$ cat src/hw/rtl/msd_pkg.sv
// shared types, constants and helper functions of the seven-segment driver
`default_nettype none

package msd_pkg;

    // operation codes of a request word
    typedef enum logic [1:0] {
        OP_TICK   = 2'd0,
        OP_NUMBER = 2'd1,
        OP_DIGIT  = 2'd2,
        OP_BLANK  = 2'd3
    } op_t;

    localparam int unsigned NUM_W  = 14;
    localparam int unsigned CODE_W = 5;
    localparam int unsigned SEG_W  = 7;
    localparam int unsigned ENA_W  = 4;
    localparam int unsigned SCAN_W = 2;

    localparam longint unsigned NUM_MAX = 64'd16383;

    localparam logic [CODE_W-1:0] BLANK_CODE = 5'd16;
    // first code that is rejected by set-digit
    localparam logic [CODE_W:0]   CODE_LIMIT = 6'd17;

    typedef struct packed {
        op_t               operation;
        logic [NUM_W-1:0]  number_value;
        logic [2:0]        digit_position;
        logic [CODE_W-1:0] digit_code;
    } req_word_t;

    typedef struct packed {
        logic [SEG_W-1:0]  segment_lines;
        logic [ENA_W-1:0]  digit_enable;
        logic [SCAN_W-1:0] scan_position;
        logic              request_error;
    } rsp_word_t;

    // elaboration-time power of ten
    function automatic longint unsigned pow10(input int unsigned n);
        longint unsigned p;
        p = 64'd1;
        for (int unsigned i = 0; i < n; i++)
        begin
            p = p * 64'd10;
        end
        return p;
    endfunction

    // active-high hex glyphs, bit 0 is segment a; blank and unused codes dark
    function automatic logic [SEG_W-1:0] glyph(input logic [CODE_W-1:0] code);
        logic [SEG_W-1:0] pat;
        case (code)
            5'd0:    pat = 7'h3F;
            5'd1:    pat = 7'h06;
            5'd2:    pat = 7'h5B;
            5'd3:    pat = 7'h4F;
            5'd4:    pat = 7'h66;
            5'd5:    pat = 7'h6D;
            5'd6:    pat = 7'h7D;
            5'd7:    pat = 7'h07;
            5'd8:    pat = 7'h7F;
            5'd9:    pat = 7'h6F;
            5'd10:   pat = 7'h77;
            5'd11:   pat = 7'h7C;
            5'd12:   pat = 7'h39;
            5'd13:   pat = 7'h5E;
            5'd14:   pat = 7'h79;
            5'd15:   pat = 7'h71;
            default: pat = 7'h00;
        endcase
        return pat;
    endfunction

endpackage

`default_nettype wire

$ cat src/hw/rtl/msd_decimal_split.sv
// binary to decimal digit split by constant reciprocal multiplication
`default_nettype none

module msd_decimal_split #(
    parameter int unsigned DIGITS = 4
) (
    input  wire logic [msd_pkg::NUM_W-1:0] number,
    output logic [DIGITS-1:0][3:0]         digits,
    output logic                           in_range
);
    import msd_pkg::*;

    localparam int unsigned MUL_S  = 30;
    localparam int unsigned PROD_W = NUM_W + MUL_S;
    localparam longint unsigned LIMIT = pow10(DIGITS);

    // q[i] = number / 10^i
    logic [DIGITS:0][NUM_W-1:0] q;

    for (genvar i = 0; i <= DIGITS; i++)
    begin : g_quot
        localparam longint unsigned P = pow10(i);
        if (i == 0)
        begin : g_unit
            assign q[i] = number;
        end
        else if (P > NUM_MAX)
        begin : g_zero
            assign q[i] = '0;
        end
        else
        begin : g_mul
            localparam longint unsigned M = ((64'd1 << MUL_S) / P) + 64'd1;
            logic [PROD_W-1:0] prod;
            assign prod = PROD_W'(number) * PROD_W'(M);
            assign q[i] = prod[MUL_S +: NUM_W];
        end
    end

    for (genvar i = 0; i < DIGITS; i++)
    begin : g_digit
        logic [NUM_W-1:0] rem;
        assign rem       = q[i] - ((q[i+1] << 3) + (q[i+1] << 1));
        assign digits[i] = rem[3:0];
    end

    if (LIMIT > NUM_MAX)
    begin : g_no_limit
        assign in_range = 1'b1;
    end
    else
    begin : g_limit
        assign in_range = (number < NUM_W'(LIMIT));
    end

endmodule

`default_nettype wire

$ cat src/hw/rtl/msd_display_state.sv
// digit code store, scan position and result word formation
`default_nettype none

module msd_display_state #(
    parameter int unsigned DIGITS = 4
) (
    input  wire logic                  clk,
    input  wire logic                  rst_n,
    input  wire logic                  advance,
    input  wire msd_pkg::req_word_t    item,
    input  wire logic [DIGITS-1:0][3:0] digits,
    input  wire logic                  num_ok,
    output msd_pkg::rsp_word_t         result
);
    import msd_pkg::*;

    localparam int unsigned POS_W = (DIGITS > 1) ? $clog2(DIGITS) : 1;

    logic [DIGITS-1:0][CODE_W-1:0] codes_reg;
    logic [DIGITS-1:0][CODE_W-1:0] codes_next;
    logic [POS_W-1:0]              pos_reg;
    logic [POS_W-1:0]              pos_next;
    logic                          err;
    logic [2:0]                    pos_ext;

    always_comb
    begin
        codes_next = codes_reg;
        pos_next   = pos_reg;
        err        = 1'b0;
        case (item.operation)
            OP_TICK:
            begin
                if (pos_reg == POS_W'(DIGITS - 1))
                    pos_next = '0;
                else
                    pos_next = POS_W'(pos_reg + 1'b1);
            end
            OP_NUMBER:
            begin
                if (!num_ok)
                    err = 1'b1;
                else
                    for (int e = 0; e < DIGITS; e++)
                    begin
                        codes_next[e] = {1'b0, digits[e]};
                    end
            end
            OP_DIGIT:
            begin
                if (({1'b0, item.digit_position} >= 4'(DIGITS)) ||
                    ({1'b0, item.digit_code} >= CODE_LIMIT))
                    err = 1'b1;
                else
                    for (int e = 0; e < DIGITS; e++)
                    begin
                        if (item.digit_position == 3'(e))
                            codes_next[e] = item.digit_code;
                    end
            end
            OP_BLANK:
            begin
                for (int e = 0; e < DIGITS; e++)
                begin
                    codes_next[e] = BLANK_CODE;
                end
            end
            default:
            begin
                err = 1'b0;
            end
        endcase
    end

    always_ff @(posedge clk or negedge rst_n)
    begin
        if (!rst_n)
        begin
            pos_reg <= '0;
            for (int e = 0; e < DIGITS; e++)
            begin
                codes_reg[e] <= BLANK_CODE;
            end
        end
        else if (advance)
        begin
            pos_reg   <= pos_next;
            codes_reg <= codes_next;
        end
    end

    // outputs show the state after this word, so writes appear at once
    assign pos_ext = 3'(pos_next);

    always_comb
    begin
        result.segment_lines = glyph(codes_next[pos_next]);
        for (int k = 0; k < ENA_W; k++)
        begin
            result.digit_enable[k] = (pos_ext == 3'(k));
        end
        result.scan_position = pos_ext[SCAN_W-1:0];
        result.request_error = err;
    end

endmodule

`default_nettype wire

$ cat src/hw/rtl/multiplexed_seven_segment_driver.sv
// top level of the multiplexed seven-segment display driver
//
// usage:
//   req channel (req_valid/req_ready/req_word) takes one word per operation:
//   scan tick, set decimal number, set one digit or blank all. every word
//   gives exactly one rsp word (rsp_valid/rsp_ready/rsp_word) with the
//   segment pattern, one-hot digit enable and index of the scanned position
//   after that word, plus an error flag for rejected requests.
// path: an accepted word is held in the input register, moves to the
//   result register once that is free or being drained, and shows on rsp
//   from then on until the receiver takes it.
// throughput: one word per cycle while rsp_ready is high; the decimal split and the glyph
//   lookup are single-pass logic between the two registers.
// reset: all positions hold the blank code, scan position 0, no word held.
// stall: the result register holds its word while rsp_ready is low; one
//   more word can wait in the input register, after which req_ready drops
//   until the result word is taken. req_ready depends on rsp_ready.
`default_nettype none

module multiplexed_seven_segment_driver #(
    parameter int unsigned DIGITS = 4
) (
    input  wire logic               clk,
    input  wire logic               rst_n,
    input  wire logic               req_valid,
    output logic                    req_ready,
    input  wire msd_pkg::req_word_t req_word,
    output logic                    rsp_valid,
    input  wire logic               rsp_ready,
    output msd_pkg::rsp_word_t      rsp_word
);
    import msd_pkg::*;

    // input register
    logic      s1_valid_reg;
    req_word_t s1_word_reg;
    // result register
    logic      rsp_valid_reg;
    rsp_word_t rsp_word_reg;

    logic                   s1_advance;
    logic [DIGITS-1:0][3:0] digits;
    logic                   num_ok;
    rsp_word_t              result;

    // the input word moves on when the result register is free or drains
    assign s1_advance = s1_valid_reg && (!rsp_valid_reg || rsp_ready);
    assign req_ready  = !s1_valid_reg || s1_advance;

    always_ff @(posedge clk or negedge rst_n)
    begin
        if (!rst_n)
        begin
            s1_valid_reg  <= 1'b0;
            rsp_valid_reg <= 1'b0;
        end
        else
        begin
            if (req_ready)
                s1_valid_reg <= req_valid;
            if (s1_advance)
                rsp_valid_reg <= 1'b1;
            else if (rsp_ready)
                rsp_valid_reg <= 1'b0;
        end
    end

    // payload registers, no reset needed
    always_ff @(posedge clk)
    begin
        if (req_ready && req_valid)
            s1_word_reg <= req_word;
        if (s1_advance)
            rsp_word_reg <= result;
    end

    msd_decimal_split #(
        .DIGITS (DIGITS)
    ) u_split (
        .number   (s1_word_reg.number_value),
        .digits   (digits),
        .in_range (num_ok)
    );

    // state updates only when the word is committed to the result register
    msd_display_state #(
        .DIGITS (DIGITS)
    ) u_state (
        .clk     (clk),
        .rst_n   (rst_n),
        .advance (s1_advance),
        .item    (s1_word_reg),
        .digits  (digits),
        .num_ok  (num_ok),
        .result  (result)
    );

    assign rsp_valid = rsp_valid_reg;
    assign rsp_word  = rsp_word_reg;

endmodule

`default_nettype wire

$ cat config.mk
export PLATFORM = sky130hd
export DESIGN_NAME = multiplexed_seven_segment_driver
export DESIGN_NICKNAME = d
export VERILOG_FILES = /design/src/hw/rtl/msd_pkg.sv /design/src/hw/rtl/msd_decimal_split.sv /design/src/hw/rtl/msd_display_state.sv /design/src/hw/rtl/multiplexed_seven_segment_driver.sv
export SDC_FILE = /design/constraint.sdc
export NUM_CORES = 1
export LEC_CHECK = 0
export BUFFER_PORTS_ARGS = -buffer_cell sky130_fd_sc_hd__clkbuf_2
export CORE_MARGIN = 2
export CORE_UTILIZATION = 67
export DETAILED_ROUTE_END_ITERATION = 10
export PLACE_DENSITY_LB_ADDON = 0.25
export SYNTH_ARGS = -nofsm -noshare
export SYNTH_HDL_FRONTEND = slang
export SYNTH_HIERARCHICAL = 1
export SYNTH_SLANG_ARGS = --single-unit
$ cat constraint.sdc
create_clock -name clk -period 12.8 [get_ports clk]
set_input_delay 0 -clock clk [delete_from_list [all_inputs] [get_ports clk]]
set_output_delay 0 -clock clk [all_outputs]
set_load 0.05 [all_outputs]
==> flow_summary.toml, run 1 <==
[floorplanning]
ios = 44
rows = 59
design.core.area_mm2 = 0.0258
initial_utilization = 0.676
die_h_um = 165
dieArea_mm2 = 0.0273
dieWidth_um = 165

[worst_hold_path]
min_path_type = "input port to async pin"

[synthesis]
syn-num-nets = 2391
yosysUniqueCellTypes = 87
ys_warn_count = 6
synth_cells = 1685
syn_area_mm2 = 0.0174
synthArstFlopShare = 0.387
ys_seq_elements = 62
avgSynthCellArea_um2 = 10.3
yosysSeqAreaShare = 0.100
ys.flop_type = "edfxtp_1"
synth-edff-count = 38

[detailed_routing]
postRouteWirelength_um = 44900
routedWlPerCell_um = 21.5
ant_nets = 0
dr.first_iter.drc_count = 901
dr.pass1.iters = 5
drcViolationCount = 0
via_per_inst = 5.93
route.vias.total = 12400

[timing]
tns_ns = 0
fin_crit_sh = 0.721
setup_violations = 0
max_freq_ghz = 0.108
max-slew-margin-rel = 0.237
layout_min_cycle_time_ns = 9.23
layout_setup_ws_ns = 3.57
slew_violations = 0
hold_viol = 0
worst_pin_slew_ns = 1.14
finClkSkew_ns = 0.0149
rsz0062_at_grt = "no"

[worst_setup_path]
max_stage_delay_ns = 1.06
crit_path_start_kind = "register"
path_common_cell = "xnor2_1"
crit_type = "register to register"
endpoint_kind = "register"
path_buf_inv = 5
worstPathMaxFanout = 16
cp.arrival_ns = 9.38
crit_required_ns = 12.96
cp_top_family = "adder cells"
cp_slowest_cell = "edfxtp_1"

[cells_and_area]
final_common_cell = "inv_1"
largest_reg_flops = 24
fin_area_mm2 = 0.0186
final_nets = 2459
final_cell_mix = "inv_1, ha_1, fa_1, clkbuf_2, a21oi_1"
antennaDiodeCount = 0
layout-drive-gt1-share = 0.0660
syn_to_final_growth_pct = 6.50

[place]
dp_slack_ns = 3.64
io_buffers = 43
dpl.hpwl_um = 37400
placed_area_mm2 = 0.0180
globalplace.congestion = 0.975

[run_status]
status = "completed"

[grt]
grt_max_degree = 59
grt_pass1_wl_um = 70200
antenna_found_initial = 0
grt_pass1_vias = 13300
track_usage = 0.349
grt_overflow = 0

[clock_tree]
cts-root-buf = "clkbuf_16"
clock_sinks = 62
cts.htree.levels = 3
cts_made_buffers = 9
clk_pin_slew_worst_paths_ns = 0.06
cts_setup_buffers = 0
cts.path.max_buffers = 2
tritoncts = "done"
clk_latency_ns = 0.34

[flow_run]
max_cap_viol_count = 0
Yosys cell counts (12+ instances only):
| cell | instances | area share |
|---|---|---|
| edfxtp_1 | 38 | 0.065 |
| o21ai_0 | 40 | 0.011 |
| nor2_1 | 29 | 0.0062 |
| nand2_1 | 38 | 0.0082 |
| a21oi_1 | 41 | 0.012 |
| inv_1 | 481 | 0.10 |
| nand3_1 | 14 | 0.0040 |
| o21a_1 | 16 | 0.0069 |
| ha_1 | 393 | 0.28 |
| xnor2_1 | 34 | 0.017 |
| fa_1 | 285 | 0.33 |
| o31ai_1 | 14 | 0.0060 |
| a22oi_1 | 13 | 0.0056 |
| clkbuf_1 | 12 | 0.0026 |
| dfrtp_1 | 20 | 0.029 |
area by class of cell:
cell class                 count  area (um^2)
multi-input combinational   1122        13800
clock buffer                   9          225
timing repair buffer          75          526
inverter                     483         1810
fill                        1877         7200
clock inverter                 7         47.5
tap                          335          419
sequential                    62         1750
layer usage:
| layer | share of wire | wire length [um] | track usage |
|---|---|---|---|
| met5 | 0 | 0 | 0 |
| met3 | 0.075 | 3360 | 0.0759 |
| met4 | 0.039 | 1760 | 0.129 |
| met1 | 0.40 | 18200 | 0.444 |
| met2 | 0.48 | 21600 | 0.588 |
path summary, 6_finish.rpt:
path,startpoint,endpoint,slack (ns),cells past startpoint
max,s1_word_reg[9],rsp_word[7],3.57,30
min,rst_n,u_state/codes_reg[6],0.23,2
max reg2reg,s1_word_reg[9],rsp_word[7],3.57,30
min reg2reg,u_state/codes_reg[5],u_state/codes_reg[5],0.49,1
max in group asynchronous,rst_n,u_state/codes_reg[13],12.14,2
min in group clk,req_word[18],s1_word_reg[18],0.38,2
cells by family after synthesis:
group                      after synthesis  synth area share
AOI/OAI and AO/OA                      218            0.0910
xor gates and xnor gates                43            0.0225
adders and majority gates              678             0.610
buffers and inverters                  501             0.109
DFF                                     62             0.100
muxes                                   12           0.00768
and+or+nand+nor                        171            0.0601
through the flow:
step / utilization / cells / hold slack (ns)
2_1_floorplan: - / 1685 / -0.296
3_3_place_gp: 0.699 / 2049 / 0.0592
3_5_place_dp: 0.699 / 2049 / 0.0496
4_1_cts: 0.720 / 2093 / 0.226
5_1_grt: 0.720 / 2093 / 0.286
6_report: 0.720 / 2093 / 0.230
what timing repair did:
item | CTS | global route
hold endpoints to repair | 46 | 0
setup endpoints to repair | 0 | 0
hold buffers | 28 | 0
resized for setup | 0 | 0
Power of run 1 is left out: the tool's default activity adds up to more than one toggle a clock period on the data nets, which glitch-free logic cannot reach.
==> run 2: changes to the inputs <==
- CORE_UTILIZATION: 67 -> 60
- clock period: 12.8 -> 7.41 ns (I/O delays scaled with it)
==> run 2 against run 1 <==
Register-to-register slack got worse by 3.9 ns. Fmax rose by 19%. Core utilization rose by 2.7 points. Clock skew fell by 0.0067 ns. Critical path depth rose by 1. Global-route usage fell by 0.96 points. The run now ends with setup timing left. Non-clock buffer count rose by 271. Final cell count rose by 15%. Critical endpoint is now rsp_word[12]. Sequential share of layout area fell by 1.2 points.
==> flow_summary.toml, run 2 (same netlist as run 1, synthesis figures left out) <==
[run_status]
status = "finished with violations"
failed_checks = "setup timing"

[detailed_routing]
ant_nets = 0
routedWlPerCell_um = 20.7
via_per_inst = 5.58
dr.pass1.iters = 5
postRouteWirelength_um = 49900
route.vias.total = 13500
dr.first_iter.drc_count = 853
drcViolationCount = 0

[worst_setup_path]
worstPathMaxFanout = 7
crit_type = "register to register"
rrSetupSlack_ns = -0.36
max_stage_delay_ns = 0.61
cp_slowest_cell = "fa_1"
timing.rr.end = "rsp_word[12]"
crit_path_start_kind = "register"
endpoint_kind = "register"
cp_top_family = "adder cells"
path_buf_inv = 7
r2r_cells = 31
crit_required_ns = 7.56
cp.arrival_ns = 7.92
reg2reg_from = "s1_word_reg[20]"

[clock_tree]
clk_pin_slew_worst_paths_ns = 0.06
cts_made_buffers = 9
cts.path.max_buffers = 2
clock_sinks = 62
cts-root-buf = "clkbuf_16"
clk_latency_ns = 0.34
cts.htree.levels = 3
tritoncts = "done"

[timing]
max-slew-margin-rel = 0.208
finClkSkew_ns = 0.00827
worst_pin_slew_ns = 1.18
setup_violations = 7
layout_min_cycle_time_ns = 7.77
fin_crit_sh = 1.05
rsz0062_at_grt = "yes"
max_freq_ghz = 0.129
layout_setup_ws_ns = -0.357
slew_violations = 0
hold_viol = 0

[place]
io_buffers = 43
globalplace.congestion = 1.01
placed_cells = 2344
dpl.hpwl_um = 42400

[grt]
grt_max_degree = 59
grt_overflow = 0
grt_pass1_wl_um = 78400
track_usage = 0.339
antenna_found_initial = 1
grt_pass1_vias = 14700

[floorplanning]
dieArea_mm2 = 0.0304
ios = 44
dieWidth_um = 174
die_h_um = 174
rows = 62
initial_utilization = 0.609
design.core.area_mm2 = 0.0286

[flow_run]
max_cap_viol_count = 0

[worst_hold_path]
min_path_type = "input port to async pin"

[cells_and_area]
antennaDiodeCount = 0
final_common_cell = "inv_1"
largest_reg_flops = 24
layout-drive-gt1-share = 0.238
instances_no_fill = 2413
final_cell_mix = "inv_1, ha_1, fa_1, buf_4, clkbuf_2"
final_nets = 2730
syn_to_final_growth_pct = 22.7
[run 2: worst max-delay path by stage]
stage | startpoint | endpoint | slack (ns) | depth (start not counted)
floorplan | s1_word_reg[20] | rsp_word[12] | -0.09 | 31
global placement | s1_word_reg[21] | rsp_word[7] | -0.42 | 33
detailed placement | s1_word_reg[14] | rsp_word[7] | -0.63 | 32
CTS | s1_word_reg[19] | rsp_word[12] | -0.27 | 32
global route | s1_word_reg[20] | rsp_word[12] | -0.67 | 31
finish | s1_word_reg[20] | rsp_word[12] | -0.36 | 31
[run 2: what timing repair did]
action | in CTS | in global routing
buffers inserted | 13 | 14
setup endpoints to repair | 7 | 9
hold buffers | 28 | 0
cloned | 0 | 0
hold endpoints to repair | 46 | 0
resized for setup | 39 | 69
pin swaps | 39 | 77
[run 2: final cells by class]
class | count | area [um^2]
repair buffers | 346 | 2680
well taps | 384 | 480
fillers | 1895 | 7240
clock buffers | 10 | 239
flip-flops and latches | 62 | 1750
multi-input cells | 1122 | 14300
clock inverters | 6 | 67.6
inverters | 483 | 1820
[run 2: metal layers]
layer / track usage / share of wire
met5: 0 / 0.00026
met3: 0.0886 / 0.087
met4: 0.105 / 0.036
met1: 0.438 / 0.40
met2: 0.561 / 0.47
[run 2: per-stage QoR]
stage	setup slack, ns	area, um^2	hold WS, ns	TNS [ns]	utilization
3_3_place_gp	-0.424	20100	0.0366	-2.38	0.701
4_1_cts	-0.267	20900	0.229	-1.54	0.731
5_1_grt	-0.673	21400	0.288	-4.47	0.747
2_1_floorplan	-0.0867	17500	-0.296	-0.151	-
3_5_place_dp	-0.630	20100	0.0361	-3.83	0.701
6_report	-0.357	21400	0.233	-2.11	0.747
[run 2: worst register-to-register path, delay by kind of cell (launching register included)]
family          cells  cell delay, ns
compound gates      8            1.57
xor+xnor            7            1.16
fa+ha+maj           8            3.52
buf+inv             7            0.56
flops               1            0.42
mux                 1            0.34
Power of run 2 is left out for the same reason.
==> run 3: changes to the inputs <==
- CORE_UTILIZATION: 60 -> 66
- clock period: 7.41 -> 7.65 ns (I/O delays scaled with it)
==> run 3 against run 2 <==
The run still ends with setup timing left. Via count is 0.99% lower. Non-clock buffer count is 86 lower. Clock skew is 0.0013 ns higher. Final cell count is 5.6% lower. Largest cell class unchanged. Highest routed layer is now met4.
==> flow_summary.toml, run 3 (same netlist as run 1, synthesis figures left out) <==
[run_status]
status = "finished with violations"
failed_checks = "setup timing"

[place]
globalplace.congestion = 1.06
io_buffers = 43
dp_slack_ns = -0.403
placed_cells = 2222
placed_area_mm2 = 0.0193
dpl.hpwl_um = 40200

[detailed_routing]
routedWlPerCell_um = 21.3
postRouteWirelength_um = 48600
via_per_inst = 5.85
ant_nets = 0
dr.pass1.iters = 8
drcViolationCount = 0
route.vias.total = 13300
dr.first_iter.drc_count = 1009

[floorplanning]
dieArea_mm2 = 0.0277
ios = 44
initial_utilization = 0.671
die_h_um = 167
dieWidth_um = 167
design.core.area_mm2 = 0.0260
rows = 59

[timing]
tns_ns = -1.16
rsz0062_at_grt = "yes"
setup_violations = 7
finClkSkew_ns = 0.00954
slew_violations = 0
max_freq_ghz = 0.127
max-slew-margin-rel = 0.170
fin_crit_sh = 1.03
hold_viol = 0
worst_pin_slew_ns = 1.24
layout_setup_ws_ns = -0.208
layout_min_cycle_time_ns = 7.86

[worst_setup_path]
crit_path_start_kind = "register"
rrSetupSlack_ns = -0.21
worstPathMaxFanout = 7
path_common_cell = "xnor2_1"
path_buf_inv = 7
endpoint_kind = "register"
cp_top_family = "adder cells"
cp.arrival_ns = 8.02
cp_slowest_cell = "edfxtp_1"
max_stage_delay_ns = 0.56
crit_type = "register to register"
crit_required_ns = 7.81

[grt]
track_usage = 0.358
grt_pass1_wl_um = 76400
grt_overflow = 0
grt_max_degree = 59
antenna_found_initial = 0
grt_pass1_vias = 14500

[cells_and_area]
fillers = 1634
final_common_cell = "inv_1"
instances_no_fill = 2278
final_cell_mix = "inv_1, ha_1, fa_1, buf_4, clkbuf_2"
syn_to_final_growth_pct = 16.9
multi_input_area_mm2 = 0.0141
seqCellArea_mm2 = 0.00175
antennaDiodeCount = 0
largest_reg_flops = 24
fin_area_mm2 = 0.0204
final_nets = 2644
layout-drive-gt1-share = 0.186

[clock_tree]
cts_made_buffers = 9
tritoncts = "done"
cts.path.max_buffers = 2
cts-root-buf = "clkbuf_16"
clk_pin_slew_worst_paths_ns = 0.06
cts.htree.levels = 3
clk_latency_ns = 0.34
clock_sinks = 62

[worst_hold_path]
min_path_type = "input port to async pin"

[flow_run]
max_cap_viol_count = 0
-- run 3: cell count changes in the layout (fill, tap and decap cells not counted), sizes merged --
cell and change:
clkinvlp -3, buf -86, bufinv -1, inv +2, clkinv +1, clkbuf +1
-- run 3: path summary, 6_finish.rpt --
path                                       from  cells after the start                   end
max reg2reg                     s1_word_reg[17]                     33          rsp_word[13]
max                             s1_word_reg[17]                     33          rsp_word[13]
min in group clk                    req_word[7]                      2        s1_word_reg[7]
max in group asynchronous                 rst_n                      2  u_state/codes_reg[7]
min                                       rst_n                      2  u_state/codes_reg[5]
min reg2reg                u_state/codes_reg[6]                      1  u_state/codes_reg[6]
-- run 3: repair_timing --
item                                    CTS  global route
cloned                                    0             0
setup buffers                             7             5
endpoints found under the hold margin    46             0
hold buffers                             28             0
gates resized for setup                  19            57
endpoints found under the setup margin    7             8
pin swaps                                34            59
-- run 3: final cells by class --
type | count | area share
multi-input combinational | 1122 | 0.694
timing repair buffer | 260 | 0.0950
clock buffer | 11 | 0.0135
sequential | 62 | 0.0858
tap | 335 | 0.0206
inverter | 483 | 0.0890
clock inverter | 5 | 0.00178
-- run 3: metal layers --
layer | wire [um] | track usage
met1 | 19000 | 0.461
met4 | 2080 | 0.124
met2 | 23300 | 0.604
met3 | 4240 | 0.0763
met5 | 0 | 0
-- run 3: metrics by stage --
stage,hold WS [ns],utilization
final,0.239,0.784
after global routing,0.292,0.784
after CTS,0.223,0.772
after detailed placement,0.0389,0.744
after global placement,0.0373,0.744
after floorplan,-0.296,-
Power of run 3 is left out for the same reason.
